--- config.mk ---
export PLATFORM = sky130hd
export DESIGN_NAME = morse_character_keyer_core
export DESIGN_NICKNAME = d
export VERILOG_FILES = /design/src/rtl/mck_pkg.sv /design/src/rtl/mck_front.sv /design/src/rtl/mck_fifo.sv /design/src/rtl/mck_back.sv /design/src/rtl/morse_character_keyer_core.sv
export SDC_FILE = /design/constraint.sdc
export NUM_CORES = 1
export LEC_CHECK = 0
export BUFFER_PORTS_ARGS = -buffer_cell sky130_fd_sc_hd__clkbuf_2
export CORE_ASPECT_RATIO = 1.4
export CORE_UTILIZATION = 57
export DETAILED_ROUTE_END_ITERATION = 12
export PLACE_DENSITY = 0.92
export RECOVER_POWER = 100
export REMOVE_ABC_BUFFERS = 1
export SYNTH_ARGS = -nofsm -noshare
export SYNTH_HDL_FRONTEND = slang
export SYNTH_SLANG_ARGS = --single-unit
--- constraint.sdc ---
create_clock -name clk -period 3 [get_ports clk]
set_input_delay 0.6 -clock clk [delete_from_list [all_inputs] [get_ports clk]]
set_output_delay 0.6 -clock clk [all_outputs]
set_load 0.02 [all_outputs]
--- src/rtl/mck_pkg.sv ---
`default_nettype none

package mck_pkg;

  localparam int unsigned CharW      = 8;
  localparam int unsigned UnitW      = 16;
  localparam int unsigned DurW       = 19;
  localparam int unsigned PatW       = 5;
  localparam int unsigned LenW       = 3;
  localparam int unsigned AddrW      = 3;
  localparam int unsigned DataW      = 32;
  localparam logic [UnitW-1:0] UnitTicksReset = 16'd1000;
  localparam logic [0:0] RegUnitTicks = 1'b0;

  typedef enum logic [1:0] {
    K_MORSE,
    K_SPACE,
    K_OTHER
  } kind_t;

  // Elements are stored in written order from the top bit down; a set bit is a dash.
  typedef struct packed {
    kind_t             kind;
    logic [LenW-1:0]   len;
    logic [PatW-1:0]   pat;
  } desc_t;

  typedef struct packed {
    logic full;
    logic empty;
  } fifo_stat_t;

  function automatic desc_t classify(input logic [CharW-1:0] c);
    desc_t d;
    d.kind = K_MORSE;
    d.len  = 3'd0;
    d.pat  = 5'b00000;
    case (c)
      8'h61: begin d.len = 3'd2; d.pat = 5'b01000; end
      8'h62: begin d.len = 3'd4; d.pat = 5'b10000; end
      8'h63: begin d.len = 3'd4; d.pat = 5'b10100; end
      8'h64: begin d.len = 3'd3; d.pat = 5'b10000; end
      8'h65: begin d.len = 3'd1; d.pat = 5'b00000; end
      8'h66: begin d.len = 3'd4; d.pat = 5'b00100; end
      8'h67: begin d.len = 3'd3; d.pat = 5'b11000; end
      8'h68: begin d.len = 3'd4; d.pat = 5'b00000; end
      8'h69: begin d.len = 3'd2; d.pat = 5'b00000; end
      8'h6a: begin d.len = 3'd4; d.pat = 5'b01110; end
      8'h6b: begin d.len = 3'd3; d.pat = 5'b10100; end
      8'h6c: begin d.len = 3'd4; d.pat = 5'b01000; end
      8'h6d: begin d.len = 3'd2; d.pat = 5'b11000; end
      8'h6e: begin d.len = 3'd2; d.pat = 5'b10000; end
      8'h6f: begin d.len = 3'd3; d.pat = 5'b11100; end
      8'h70: begin d.len = 3'd4; d.pat = 5'b01100; end
      8'h71: begin d.len = 3'd4; d.pat = 5'b11010; end
      8'h72: begin d.len = 3'd3; d.pat = 5'b01000; end
      8'h73: begin d.len = 3'd3; d.pat = 5'b00000; end
      8'h74: begin d.len = 3'd1; d.pat = 5'b10000; end
      8'h75: begin d.len = 3'd3; d.pat = 5'b00100; end
      8'h76: begin d.len = 3'd4; d.pat = 5'b00010; end
      8'h77: begin d.len = 3'd3; d.pat = 5'b01100; end
      8'h78: begin d.len = 3'd4; d.pat = 5'b10010; end
      8'h79: begin d.len = 3'd4; d.pat = 5'b10110; end
      8'h7a: begin d.len = 3'd4; d.pat = 5'b11000; end
      8'h30: begin d.len = 3'd5; d.pat = 5'b11111; end
      8'h31: begin d.len = 3'd5; d.pat = 5'b01111; end
      8'h32: begin d.len = 3'd5; d.pat = 5'b00111; end
      8'h33: begin d.len = 3'd5; d.pat = 5'b00011; end
      8'h34: begin d.len = 3'd5; d.pat = 5'b00001; end
      8'h35: begin d.len = 3'd5; d.pat = 5'b00000; end
      8'h36: begin d.len = 3'd5; d.pat = 5'b10000; end
      8'h37: begin d.len = 3'd5; d.pat = 5'b11000; end
      8'h38: begin d.len = 3'd5; d.pat = 5'b11100; end
      8'h39: begin d.len = 3'd5; d.pat = 5'b11110; end
      8'h20: d.kind = K_SPACE;
      default: d.kind = K_OTHER;
    endcase
    return d;
  endfunction

endpackage

`default_nettype wire

--- src/rtl/mck_front.sv ---
`default_nettype none

module mck_front (
  input  wire logic                     clk,
  input  wire logic                     rst_n,
  input  wire logic                     push,
  input  wire logic [mck_pkg::CharW-1:0] char_code,
  output logic                          full,
  input  wire mck_pkg::fifo_stat_t      fifo_stat,
  output logic                          wr_valid,
  output mck_pkg::desc_t                wr_desc
);
  import mck_pkg::*;

  logic  valid_r, valid_nxt;
  desc_t desc_r;
  logic  take;
  logic  drain;

  assign full  = valid_r && fifo_stat.full;
  assign take  = push && !full;
  assign drain = valid_r && !fifo_stat.full;

  always_comb begin
    valid_nxt = valid_r;
    if (take) begin
      valid_nxt = 1'b1;
    end else if (drain) begin
      valid_nxt = 1'b0;
    end
  end

  always_ff @(posedge clk) begin
    if (!rst_n) begin
      valid_r <= 1'b0;
    end else begin
      valid_r <= valid_nxt;
    end
  end

  always_ff @(posedge clk) begin
    if (take) begin
      desc_r <= classify(char_code);
    end
  end

  assign wr_valid = drain;
  assign wr_desc  = desc_r;

endmodule

`default_nettype wire

--- src/rtl/mck_fifo.sv ---
`default_nettype none

module mck_fifo (
  input  wire logic                 clk,
  input  wire logic                 rst_n,
  input  wire logic                 wr_valid,
  input  wire mck_pkg::desc_t       wr_desc,
  input  wire logic                 rd_pop,
  output mck_pkg::desc_t            rd_desc,
  output mck_pkg::fifo_stat_t       stat
);
  import mck_pkg::*;

  desc_t      mem_r [2];
  logic       wptr_r, wptr_nxt;
  logic       rptr_r, rptr_nxt;
  logic [1:0] count_r, count_nxt;
  logic       do_wr;
  logic       do_rd;

  assign stat.full  = count_r == 2'd2;
  assign stat.empty = count_r == 2'd0;
  assign do_wr      = wr_valid && !stat.full;
  assign do_rd      = rd_pop && !stat.empty;
  assign rd_desc    = mem_r[rptr_r];

  always_comb begin
    wptr_nxt  = do_wr ? ~wptr_r : wptr_r;
    rptr_nxt  = do_rd ? ~rptr_r : rptr_r;
    count_nxt = count_r + {1'b0, do_wr} - {1'b0, do_rd};
  end

  always_ff @(posedge clk) begin
    if (!rst_n) begin
      wptr_r  <= 1'b0;
      rptr_r  <= 1'b0;
      count_r <= 2'd0;
    end else begin
      wptr_r  <= wptr_nxt;
      rptr_r  <= rptr_nxt;
      count_r <= count_nxt;
    end
  end

  always_ff @(posedge clk) begin
    if (do_wr) begin
      mem_r[wptr_r] <= wr_desc;
    end
  end

endmodule

`default_nettype wire

--- src/rtl/mck_back.sv ---
`default_nettype none

module mck_back (
  input  wire logic                      clk,
  input  wire logic                      rst_n,
  input  wire logic [mck_pkg::UnitW-1:0] unit_ticks,
  input  wire mck_pkg::fifo_stat_t       fifo_stat,
  input  wire mck_pkg::desc_t            rd_desc,
  output logic                           rd_pop,
  output logic                           empty,
  input  wire logic                      pop,
  output logic                           line_level,
  output logic [mck_pkg::DurW-1:0]       duration_ticks,
  output logic                           last_segment
);
  import mck_pkg::*;

  typedef enum logic [2:0] {
    S_IDLE,
    S_ON,
    S_OFF,
    S_SPACE,
    S_GAP
  } state_t;

  state_t          state_r;
  logic [PatW-1:0] pat_r;
  logic [LenW-1:0] left_r;
  logic            out_valid_r;
  logic [DurW-1:0] x1, x3, x7;
  logic            can_load;
  logic            emit;

  assign x1       = {3'b000, unit_ticks};
  assign x3       = {2'b00, unit_ticks, 1'b0} + x1;
  assign x7       = {unit_ticks, 3'b000} - x1;
  assign can_load = !out_valid_r || pop;
  assign emit     = can_load && (state_r != S_IDLE);
  assign rd_pop   = (state_r == S_IDLE) && !fifo_stat.empty;
  assign empty    = !out_valid_r;

  always_ff @(posedge clk) begin
    if (!rst_n) begin
      state_r     <= S_IDLE;
      out_valid_r <= 1'b0;
    end else begin
      out_valid_r <= emit || (out_valid_r && !pop);
      unique case (state_r)
        S_IDLE: begin
          if (!fifo_stat.empty) begin
            pat_r  <= rd_desc.pat;
            left_r <= rd_desc.len;
            unique case (rd_desc.kind)
              K_MORSE: state_r <= S_ON;
              K_SPACE: state_r <= S_SPACE;
              default: state_r <= S_GAP;
            endcase
          end
        end
        S_ON: begin
          if (can_load) begin
            line_level     <= 1'b1;
            duration_ticks <= pat_r[PatW-1] ? x3 : x1;
            last_segment   <= 1'b0;
            state_r        <= S_OFF;
          end
        end
        S_OFF: begin
          if (can_load) begin
            line_level     <= 1'b0;
            duration_ticks <= x1;
            last_segment   <= 1'b0;
            pat_r          <= {pat_r[PatW-2:0], 1'b0};
            left_r         <= left_r - 3'd1;
            state_r        <= (left_r == 3'd1) ? S_GAP : S_ON;
          end
        end
        S_SPACE: begin
          if (can_load) begin
            line_level     <= 1'b0;
            duration_ticks <= x7;
            last_segment   <= 1'b0;
            state_r        <= S_GAP;
          end
        end
        S_GAP: begin
          if (can_load) begin
            line_level     <= 1'b0;
            duration_ticks <= x3;
            last_segment   <= 1'b1;
            state_r        <= S_IDLE;
          end
        end
        default: state_r <= S_IDLE;
      endcase
    end
  end

endmodule

`default_nettype wire

--- src/rtl/morse_character_keyer_core.sv ---
// Channel   Handshake          Payload
// input     push / full        in_char_code
// result    empty / pop        out_line_level, out_duration_ticks, out_last_segment
// config    psel/penable/...   paddr, pwdata, prdata (unit_ticks at address 0)
//
// Each segment leaves the sequencer from its own state, and each character also passes
// through S_IDLE while its descriptor is loaded; a character yields 1 to 11 segments.
// Reset is synchronous and active low; it empties the queue and restores unit_ticks.
// A low pop stalls the sequencer; the front register and a two-entry queue keep
// accepting characters until both are occupied.
`default_nettype none

module morse_character_keyer_core (
  input  wire logic                      clk,
  input  wire logic                      rst_n,
  input  wire logic                      push,
  output logic                           full,
  input  wire logic [mck_pkg::CharW-1:0] in_char_code,
  output logic                           empty,
  input  wire logic                      pop,
  output logic                           out_line_level,
  output logic [mck_pkg::DurW-1:0]       out_duration_ticks,
  output logic                           out_last_segment,
  input  wire logic                      psel,
  input  wire logic                      penable,
  input  wire logic                      pwrite,
  input  wire logic [mck_pkg::AddrW-1:0] paddr,
  input  wire logic [mck_pkg::DataW-1:0] pwdata,
  output logic [mck_pkg::DataW-1:0]      prdata,
  output logic                           pready
);
  import mck_pkg::*;

  logic [UnitW-1:0] unit_ticks_r;
  fifo_stat_t       fifo_stat;
  logic             wr_valid;
  desc_t            wr_desc;
  desc_t            rd_desc;
  logic             rd_pop;
  logic             cfg_wr;

  assign pready = 1'b1;
  assign cfg_wr = psel && penable && pwrite && pready && (paddr[AddrW-1] == RegUnitTicks);
  assign prdata = (paddr[AddrW-1] == RegUnitTicks) ? {16'd0, unit_ticks_r} : '0;

  always_ff @(posedge clk) begin
    if (!rst_n) begin
      unit_ticks_r <= UnitTicksReset;
    end else if (cfg_wr) begin
      unit_ticks_r <= pwdata[UnitW-1:0];
    end
  end

  mck_front u_front (
    .clk       (clk),
    .rst_n     (rst_n),
    .push      (push),
    .char_code (in_char_code),
    .full      (full),
    .fifo_stat (fifo_stat),
    .wr_valid  (wr_valid),
    .wr_desc   (wr_desc)
  );

  mck_fifo u_fifo (
    .clk      (clk),
    .rst_n    (rst_n),
    .wr_valid (wr_valid),
    .wr_desc  (wr_desc),
    .rd_pop   (rd_pop),
    .rd_desc  (rd_desc),
    .stat     (fifo_stat)
  );

  mck_back u_back (
    .clk            (clk),
    .rst_n          (rst_n),
    .unit_ticks     (unit_ticks_r),
    .fifo_stat      (fifo_stat),
    .rd_desc        (rd_desc),
    .rd_pop         (rd_pop),
    .empty          (empty),
    .pop            (pop),
    .line_level     (out_line_level),
    .duration_ticks (out_duration_ticks),
    .last_segment   (out_last_segment)
  );

`ifndef SYNTHESIS
  a_gap_is_off: assert property (@(posedge clk) disable iff (!rst_n)
    !empty && out_last_segment |-> !out_line_level)
    else $error("character gap keyed on");

  a_gap_length: assert property (@(posedge clk) disable iff (!rst_n)
    !empty && out_last_segment |->
      out_duration_ticks == ({3'b000, unit_ticks_r} + {2'b00, unit_ticks_r, 1'b0}))
    else $error("character gap is not three units");

  a_full_means_queue_full: assert property (@(posedge clk) disable iff (!rst_n)
    full |-> fifo_stat.full)
    else $error("input stalled with room in the queue");

  a_reset_unit: assert property (@(posedge clk)
    $rose(rst_n) |-> unit_ticks_r == UnitTicksReset)
    else $error("unit length not restored by reset");
`endif

endmodule

`default_nettype wire

**Word level (Yosys, flattened, before mapping)**

Memories as Yosys holds them, arrays and structs flattened. A register that Yosys moved wholly into a read port is not among the register bits.
Cells that the tools add are included.

- Bits in registers: 64
- Bits in writable memories: 20
- Input bits: 50
- Output and inout port bits: 56
- Logic and storage cells: 143
- Memories: 1

Memories:

| memory | words | bits a word | read ports | clocked after memory_dff | write ports | line | RTL |
|---|---|---|---|---|---|---|---|
| u_fifo.mem_r | 2 | 10 | 1 | 1 | 1 | mck_fifo.sv:14 | `desc_t mem_r [2];` |

- Add/subtract/negate cells: 5
- Eq/ne operators: 51
- Muxes and demuxes: 33
- Bitwise logic cells: 3
- Reduce and logical (&&, ||, !) cells: 35

Operators by type and width:

| kind | number |
|---|---|
| $pmux W8 S36 | 1 |
| $eq A8 B7 Y1 const B | 26 |
| $mux W19 | 5 |
| $eq A8 B6 Y1 const B | 11 |
| $pmux W19 S4 | 1 |
| $reduce_or A36 Y1 | 1 |
| $mux W3 | 8 |
| $sub A19 B16 Y19 | 1 |
| $add A17 B16 Y18 | 1 |
| $mux W16 | 1 |
| $pmux W3 S5 | 1 |
| $ne A2 B1 Y1 const B | 6 |
| $pmux W3 S2 | 2 |
| $reduce_and A4 Y1 | 3 |
| $logic_and A1 B1 Y1 | 11 |
| $mux W5 | 2 |
| $pmux W5 S2 | 1 |
| $mux W1 | 8 |
| $reduce_bool A2 Y1 | 4 |
| $eq A3 B1 Y1 const B | 2 |
| $eq A3 B2 Y1 const B | 2 |
| $reduce_and A6 Y1 | 1 |
| $reduce_or A3 Y1 | 2 |
| $logic_not A1 Y1 | 5 |
| other kinds (16) | 21 |

**Logic depth before layout (Yosys ltp)**

Gate-level depths: netlist of run 1.

- Depth after elaboration: 6
- Mapped depth: 9
- Depth with buffers taken out: 9

**By module**

Synthesis of run 1 repeated with hierarchy kept, for this count alone.

- Cell total of the unflattened synthesis: 658
- Area total of the unflattened synthesis: 6184.7 sq um

By module, submodules not included:

| module | times used | cells an instance | area an instance (sq um) | sequential area each (sq um) |
|---|---|---|---|---|
| mck_back | 1 | 345 | 3047.9 | 950.9 |
| mck_front | 1 | 149 | 1242.4 | 320.3 |
| mck_fifo | 1 | 58 | 957.2 | 700.7 |
| morse_character_keyer_core | 1 | 106 | 937.1 | 320.3 |

**Least setup slack after synthesis of run 1**

No wires, ideal clock.

- Path type: in2reg
- Start point: input port rst_n
- End point: register u_back.left_r[0] (enable)
- Library setup time: 419 ps
- Data arrival time: 2375 ps
- Required time: 2581 ps
- Path slack: 206 ps
- Stages on the path: 3
- Buffers on the path: 1
- Cell sequence: clkbuf_1 > nand2b_1 > a2111oi_0

- Longest elaborated chain between the ends: 1

RTL lines:

| item | line | RTL |
|---|---|---|
| from (decl) | morse_character_keyer_core.sv:15 | `input wire logic rst_n,` |
| $reduce_and A4 Y1 (no source line) | - |  |
| to (signal assigned) | mck_back.sv:52 | `left_r <= rd_desc.len;` |
| to (signal assigned) | mck_back.sv:74 | `left_r <= left_r - 3'd1;` |
| to (decl) | mck_back.sv:28 | `logic [LenW-1:0] left_r;` |

Every way passes these cells.
A chain may end at the register's enable or synchronous reset.

**Worst setup path in the final report of run 1**

- Start point: register unit_ticks_r[2]
- End point: register u_back.duration_ticks[10] (netlist name) (data pin)

- Longest elaborated chain between the ends: 4
- Elaborated cells between the ends (all ways): 7
- Classes of those cells: 2 x add/sub; 5 x mux

RTL lines:

| item | line | RTL |
|---|---|---|
| from (decl) | morse_character_keyer_core.sv:34 | `logic [UnitW-1:0] unit_ticks_r;` |
| from (signal assigned) | morse_character_keyer_core.sv:48 | `unit_ticks_r <= UnitTicksReset;` |
| from (signal assigned) | morse_character_keyer_core.sv:50 | `unit_ticks_r <= pwdata[UnitW-1:0];` |
| $add A17 B16 Y18 | mck_back.sv:35 | `assign x3 = {2'b00, unit_ticks, 1'b0} + x1;` |
| $mux W19 | mck_back.sv:63 | `duration_ticks <= pat_r[PatW-1] ? x3 : x1;` |
| $mux W19 | mck_back.sv:61 | `if (can_load) begin` |
| $pmux W19 S4 (*) | mck_back.sv:48 | `unique case (state_r)` |
| to (signal assigned) | mck_back.sv:63 |  |
| to (decl) | mck_back.sv:13 | `output logic [mck_pkg::DurW-1:0] duration_ticks,` |

Every way passes the cells marked *; elsewhere a longest branch is shown, timed or not. The select of a mux whose other input is x is not followed.

==> results of run 1 <==
[critical path: stages, from the launching register on]
cell and delay (ns):
dfxtp_1 0.50, inv_1 0.17, ha_1 0.34, a211oi_1 0.25
o21bai_1 0.18, o41ai_1 0.54, o21ai_0 0.23, xnor2_1 0.22
o21ai_0 0.12
[cells in the mapped netlist, types with 3 or more instances]
cell type  number  area share
clkbuf_1       26       0.017
a31oi_1         7      0.0075
nor2b_1        12       0.013
nor2_1         51       0.033
xor2_1         14       0.021
inv_1          28       0.018
and2_1          7      0.0075
a2111oi_0       4      0.0060
o221a_2         3      0.0058
nor4_1          4      0.0043
a21o_1         11       0.014
o21a_1          9       0.012
xnor2_1        15       0.023
ha_1           36       0.077
o22ai_1         4      0.0043
nand3_1         6      0.0051
mux2_2          4      0.0077
edfxtp_1       59        0.30
dfxtp_1        26       0.089
o211ai_1       12       0.015
a22oi_1         7      0.0090
buf_2           4      0.0034
nand2b_1        6      0.0064
a21boi_0       11       0.014
a211oi_1        6      0.0077
buf_4          18       0.023
mux2i_1        10       0.017
a21oi_1        39       0.033
o31ai_1         3      0.0039
and3_1          3      0.0032
nand2_1        55       0.035
nand4b_1        4      0.0060
nor3_1         16       0.014
o21ai_0        37       0.032
nand4_1         3      0.0032
clkbuf_8        3      0.0071
[layout make-up]
cell class / instances / area (sq um) / share of cell area
multi-input combinational: 473 / 3183 / 0.4997
sequential: 85 / 2292 / 0.3599
timing repair buffer: 75 / 322.8 / 0.05068
clock buffer: 9 / 225.2 / 0.03536
tap: 135 / 168.9 / 0.02652
inverter: 28 / 105.1 / 0.01650
clock inverter: 7 / 72.57 / 0.01139
[kinds of logic after synthesis]
| kind of cell | share of synthesized area |
|---|---|
| AO/OA/AOI/OAI | 0.2308 |
| AND/OR/NAND/NOR | 0.1567 |
| flip-flops | 0.3926 |
| buffers and inverters | 0.06965 |
| adder cells (fa/ha/maj) | 0.08058 |
| XOR/XNOR | 0.04351 |
| multiplexers | 0.02486 |
| other | 0.001286 |
[per-stage QoR]
| stage | utilization | instance area, sq um | setup slack [ns] | power, mW | instances |
|---|---|---|---|---|---|
| after floorplan | - | 5593 | 0.4277 | 2.419 | 586 |
| after global placement | 0.6180 | 6151 | 0.4014 | 2.714 | 796 |
| after detailed placement | 0.6180 | 6151 | 0.3569 | 2.776 | 796 |
| after CTS | 0.6479 | 6449 | 0.3229 | 3.876 | 812 |
| after global routing | 0.6400 | 6370 | 0.03058 | 4.045 | 812 |
| final | 0.6400 | 6370 | 0.1807 | 3.846 | 812 |
[registers in the layout (all words and copies together), names as in the netlist, 2 cells and up, named ones only]
signal / count
u_back.pat_r: 5
u_back.state_r: 3
u_front.wr_desc: 10
u_back.duration_ticks: 19
u_fifo.count_r: 2
unit_ticks_r: 16
u_back.left_r: 3
u_fifo.mem_r: 20
[power breakdown]
part	internal [mW]	switching (mW)	leakage [nW]
clock	0.647	0.455	0.144
sequential	1.51	0.124	0.765
combinational	0.384	0.725	1.55
[metal layers]
| metal | share of wire | GRT usage | wire length [um] |
|---|---|---|---|
| met1 | 0.36 | 0.2629 | 4820 |
| met2 | 0.54 | 0.4937 | 7237 |
| met5 | 0 | 0 | 0 |
| met4 | 0.043 | 0.1670 | 579 |
| met3 | 0.058 | 0.05420 | 772 |
[worst min path at each step]
stage | start | to | slack (ns) | depth (start not counted)
final | u_front.wr_desc[6] | u_fifo.mem_r[1][6] | 0.44 | 0
after global routing | u_front.wr_desc[6] | u_fifo.mem_r[1][6] | 0.45 | 0
after CTS | u_front.wr_desc[6] | u_fifo.mem_r[1][6] | 0.44 | 0
after detailed placement | u_front.wr_desc[6] | u_fifo.mem_r[0][6] | 0.43 | 0
after global placement | u_front.wr_desc[7] | u_fifo.mem_r[0][7] | 0.42 | 0
after floorplan | u_front.wr_desc[0] | u_fifo.mem_r[0][0] | 0.42 | 0
==> run summary, run 1 <==
The length in cells of the worst reg-to-reg path came out at 8. The synthesized design contains a little under 60 enable-type register cells. The time the final worst path needs with I/O delays and setup is ~2.8 ns. The clock latency of the later-clocked register in the worst-skew pair is 0.35 ns.

The post-synthesis cell count came out at about 620. The number of hold-slack violations in the final timing report is 0. The cts-stage hold buffer count came out at 0.

Setup repair after global routing left no endpoint under its margin. The post-CTS setup-driven buffer insertion count is 0. Global routing finished with a remaining overflow of 0.

The startpoint of the most critical setup path is unit_ticks_r[2]. TritonCTS built the clock tree. The number of antenna diodes in the final layout is 0.

The weighted congestion reported at the end of routability-driven placement came out at approximately 0.92. Of all flip-flops after synthesis, the portion carrying an async set or reset was 0. In this run the worst setup path terminates at u_back.duration_ticks[10]. In this run the remaining antenna-violating nets after routing total 0.

For this run, the register share of the synthesized area comes to 0.3926. The count of warnings emitted by yosys is 0. The netlist area before placement came out at slightly below 0.006 sq mm. The final layout contains routed wiring with a total length of 13.41 mm. The post-synthesis cell type count is 81. The worst hold path class is flop to flop. The clock root buffer is clkbuf_16.

The start of the worst register-to-register path is unit_ticks_r[2]. The H-tree depth came out at 3. The power per cell area is 603.7 mW/mm^2. Clock skew on the completed layout was measured at 0.009329 ns. The run finished with clean final reports.

The initial utilization of the core area, before any placement, comes to 0.5865. The number of maximum-capacitance constraint violations came out at 0. For this run, the total global-route usage over all layers was measured as 0.2656. The type of the setup path with the least slack is flop to flop.

The leakage power came out at around 2.5 nW. At the pin with the least slew margin, the transition time is 1.081 ns. The area overhead of the layout relative to synthesis is 9.108%.

Buffers inserted during clock tree synthesis total 9. The leading register cell type out of synthesis is edfxtp_1. Data on the critical path arrives at its endpoint at 2.90 ns. The detail-routed net length per standard cell came out at 16.51 um. The most common library cell in the layout ignoring fill and taps is edfxtp_1. The layout has ~770 filler cells. In this run, post-CTS repair resized a total of 0 instances. The die outline area came out at roughly 0.011 sq mm. The reg2reg setup slack is 0.18 ns. The pre-antenna-repair detailed-routing pass consisted of 5 iterations.

The number of clock sinks seen by CTS is 85. The final-layout setup total negative slack is 0 ns. The maximum root-to-sink buffer count came out at 2. The number of input and output port buffers inserted came out at 70. STA classifies the critical path startpoint as a flop. The half-perimeter wire length of the detailed placement result came out at about 9.9 mm. The flop and latch count out of synthesis is 85. The number of global-route vias before repair is slightly below 5000. The worst setup path is captured at a flop. The average footprint of a synthesized cell came out at a little over 9 sq um. Entering global routing, the biggest net connects 30 pins. The number of slew-limit violations in the final report was 0. The largest fanout on the critical path came out at 8. The clock input transition at the sequential cells of the worst setup and hold paths is 0.07 ns. In this run the horizontal extent of the chip is 87.54 um. In this run the critical register-to-register path is captured at u_back.duration_ticks[10]. The count of endpoints failing setup in the final report came out at 0. The residual DRC count is 0. The top cell types in the final layout, fill and taps aside, are edfxtp_1 (59), nand2_1 (55), nor2_1 (51), clkbuf_1 (46), a21oi_1 (39). Derived from the worst setup path, the maximum achievable clock frequency is 0.3547 GHz.

The final-stage net count came out at about 760. The first global-routing pass estimated about 22 mm of wire. The worst-case headroom to the max-slew limit came out at 0.2795. The worst vdd rail ir drop is 0.0002900 V. The per-cell via count in the routed design is approximately 6.2. The number of rows created at floorplan came out at 43. Summing over every cut layer, the via total after detailed routing is roughly 5000. between 100 and 150 I/O pins were placed. The share of cells above drive strength 1 came out at 0.09306.

The share of the cycle needed by the critical path after routing is 0.9398. On the final layout, the worst hold slack is between 0.4 and 0.5 ns. The total core area is ~0.01 sq mm. STA puts the critical path data required time at roughly 3.1 ns. The initial detailed-routing violation count came out at roughly 300. The floorplan step set the die height to between 100 and 150 um. The number of antenna violations at the first check in global routing came out at 0.
Power figures use the tool's default switching activity.
==> run 2: changes to the inputs <==
--- a/config.mk
+++ b/config.mk
@@ -5,10 +5,11 @@
 export SDC_FILE = /design/constraint.sdc
 export NUM_CORES = 1
 export LEC_CHECK = 0
-export BUFFER_PORTS_ARGS = -buffer_cell sky130_fd_sc_hd__clkbuf_2
 export CORE_ASPECT_RATIO = 1.4
-export CORE_UTILIZATION = 57
+export CORE_UTILIZATION = 65
 export DETAILED_ROUTE_END_ITERATION = 12
+export DONT_BUFFER_PORTS = 1
+export HOLD_SLACK_MARGIN = 0.03
 export PLACE_DENSITY = 0.92
 export RECOVER_POWER = 100
 export REMOVE_ABC_BUFFERS = 1
==> constraint.sdc (replaced) <==
create_clock -name clk -period 3.06 [get_ports clk]
set_input_delay 0.612 -clock clk [delete_from_list [all_inputs] [get_ports clk]]
set_output_delay 0.612 -clock clk [all_outputs]
set_load 0.02 [all_outputs]
==> run 2 against run 1 <==
Net effect: total power is 5.8% lower; critical path type unchanged; sequential power increased by 3%; largest cell class unchanged; critical path depth is the same; count of clock-buffer cells in the layout unchanged; clock power is 6% lower.
==> run summary, run 2 (same netlist as run 1, synthesis figures left out) <==
The clock input transition at the sequential cells of the worst setup and hold paths came out at 0.07 ns (about the same). The number of global-route vias before repair was 4670 (-3.0%). The number of maximum-capacitance constraint violations was 0 (unchanged). The transition time at the pin with the least slew margin is 0.9298 ns (-0.1510 ns). The worst vdd rail ir drop is 0.0003848 V (+33%). The worst setup path is launched from a flop. The flip-flop count of the largest register after layout was 20 (unchanged). The largest fanout on the critical path is 5 (-3). The area growth from synthesis to layout is 2.615%. The overall global routing resource usage was 0.3042 (+0.03862).

The number of clock sinks seen by CTS came out at 85 (unchanged). The final design area excluding fillers came out at 0.005991 sq mm (-6.0%). The routed via count is 4791 (-4.4%). The H-tree depth came to 3 (unchanged).

The cts-stage hold buffer count came out at 0 (unchanged). The horizontal extent of the die came out at 82.10 um (-6.2%). The worst setup path is of the flop to flop kind.

The detail-routed net length per standard cell is 18.95 um (+15%). The final global-route overflow total came to 0 (unchanged). The die extent in y came out at 114.1 um (-6.3%). The per-cell via count in the routed design came out at 6.748 (+9.3%). The number of iterations in the first detailed-routing pass came out at 7 (+2). The residual DRC count is 0 (unchanged). The number of placed I/O pins is 106 (unchanged). The number of CTS-inserted buffers is 9 (unchanged). The register with the most flip-flops in the final layout is u_fifo.mem_r.

The leakage power is 2.278 nW (-7.2%). The final-layout setup total negative slack came out at 0 ns (unchanged). In the final layout, the registers with the most flip-flops are u_fifo.mem_r: 20 flops, u_back.duration_ticks: 19 flops, unit_ticks_r: 16 flops. The antenna diode count is 0 (unchanged). The maximum clock frequency was 0.3446 GHz (-2.9%). The run finished with clean final reports. The maximum root-to-sink buffer count is 2 (unchanged). The share of the cycle needed by the critical path after routing was 0.9484 (+0.008669). Setup repair after global routing left no endpoint under its margin. The number of input and output port buffers inserted came out at 0 (-100%). TritonCTS built the clock tree.

The number of antenna violations at the first check in global routing was 0 (unchanged). The die outline area came to 0.009370 sq mm (-12%). The library cell used most frequently in the layout, excluding fill and tap cells, is edfxtp_1.

The half-perimeter wire length of the detailed placement result came out at 9.606 mm (-2.6%). The total placed instance area was 0.005748 sq mm (-6.6%). The tree is rooted in a clkbuf_16. The first-pass GRT wire length is 21.79 mm (-0.32%). The number of gates resized after cts came out at 0 (unchanged).

The worst path required time is 3.13 ns (+0.05 ns). The overall power after layout is 3.623 mW (-5.8%). The worst hold path class is primary input to flop. The post-CTS setup-driven buffer insertion count came out at 0 (unchanged). The worst-case headroom to the max-slew limit came out at 0.3789 (+0.09939). The clock latency of the later-clocked register in the worst-skew pair is 0.35 ns (about the same).

The number of slew-limit violations in the final report is 0 (unchanged). The number of rows created at floorplan was 40 (-7.0%). The final wirelength is 13.46 mm (+0.36%). The worst endpoint data arrival time was 2.98 ns (+0.08 ns).

The time the final worst path needs with I/O delays and setup is 2.902 ns (+0.08291 ns). The power per cell area was 604.7 mW/mm^2 (+0.16%). The library cells used most frequently in the layout, excluding fill and tap cells, are edfxtp_1 (59), nand2_1 (55), nor2_1 (51), a21oi_1 (39), o21ai_0 (38). The final setup skew is 0.01001 ns (+0.0006788 ns).

The initial detailed-routing violation count is 359 (+20%). The share of cells above drive strength 1 is 0.06281 (-0.03025). The number of hold-slack violations in the final timing report came out at 0 (unchanged).

The nature of the critical path endpoint is a flop. The total core area is 0.008658 sq mm (-13%). The largest net degree at the start of global routing came to 30 (unchanged).

The number of nets with antenna violations after routing was 0 (unchanged). The final-stage net count came out at 687 (-9.5%). The weighted congestion reported at the end of routability-driven placement was 0.9957 (+7.7%). The initial cell density of the core came out at 0.6743 (+0.08773). The fill cell instance count of the final layout was 662 (-14%). The count of endpoints failing setup in the final report is 0 (unchanged).
[run 2: layout make-up]
class,instances,area [sq um],area share
clock inverters,7,48.80,0.008145
well taps,105,131.4,0.02193
multi-input cells,473,3169,0.5290
flip-flops and latches,85,2292,0.3826
clock buffers,9,225.2,0.03759
repair buffers,3,18.77,0.003133
inverters,28,105.1,0.01754
[run 2: final timing paths]
| path | startpoint | slack (ns) | to | cells past startpoint |
|---|---|---|---|---|
| setup / recovery | unit_ticks_r[9] | 0.16 | u_back.duration_ticks[14] | 8 |
| hold / removal | rst_n | 0.36 | unit_ticks_r[3] | 1 |
| setup reg to reg | unit_ticks_r[9] | 0.16 | u_back.duration_ticks[14] | 8 |
| hold reg to reg | u_front.wr_desc[9] | 0.45 | u_fifo.mem_r[1][9] | 0 |
[run 2: metrics by stage]
step	utilization	hold WS (ns)	worst slack [ns]	instances
after floorplan	-	0.4215	0.4757	586
after global placement	0.6639	0.4231	0.4525	694
after detailed placement	0.6639	0.4296	0.3648	694
after CTS	0.6955	0.3530	0.2894	710
after global routing	0.6919	0.3684	0.07033	710
final	0.6919	0.3640	0.1578	710
[run 2: worst max-delay path, stage by stage, from the launching register on]
cell and delay, ns:
dfxtp_1 0.45, inv_1 0.12, ha_1 0.35, a21o_1 0.20, a2111o_1 0.43, o32ai_1 0.49
nor4b_1 0.13, a2111oi_2 0.32, o31ai_1 0.15
[run 2: where the power goes]
part	total, mW	internal (mW)	switching, mW
logic	0.902	0.338	0.564
registers	1.69	1.49	0.206
clock network	1.03	0.553	0.474
total	3.62	2.38	1.24
[run 2: routing by layer]
metal	vias to the layer above	track usage	part of all wire
met3	56	0.05578	0.058
met4	0	0.1965	0.049
met2	218	0.5289	0.53
met5	-	0	0
met1	2289	0.3289	0.36
li1	2228	-	-
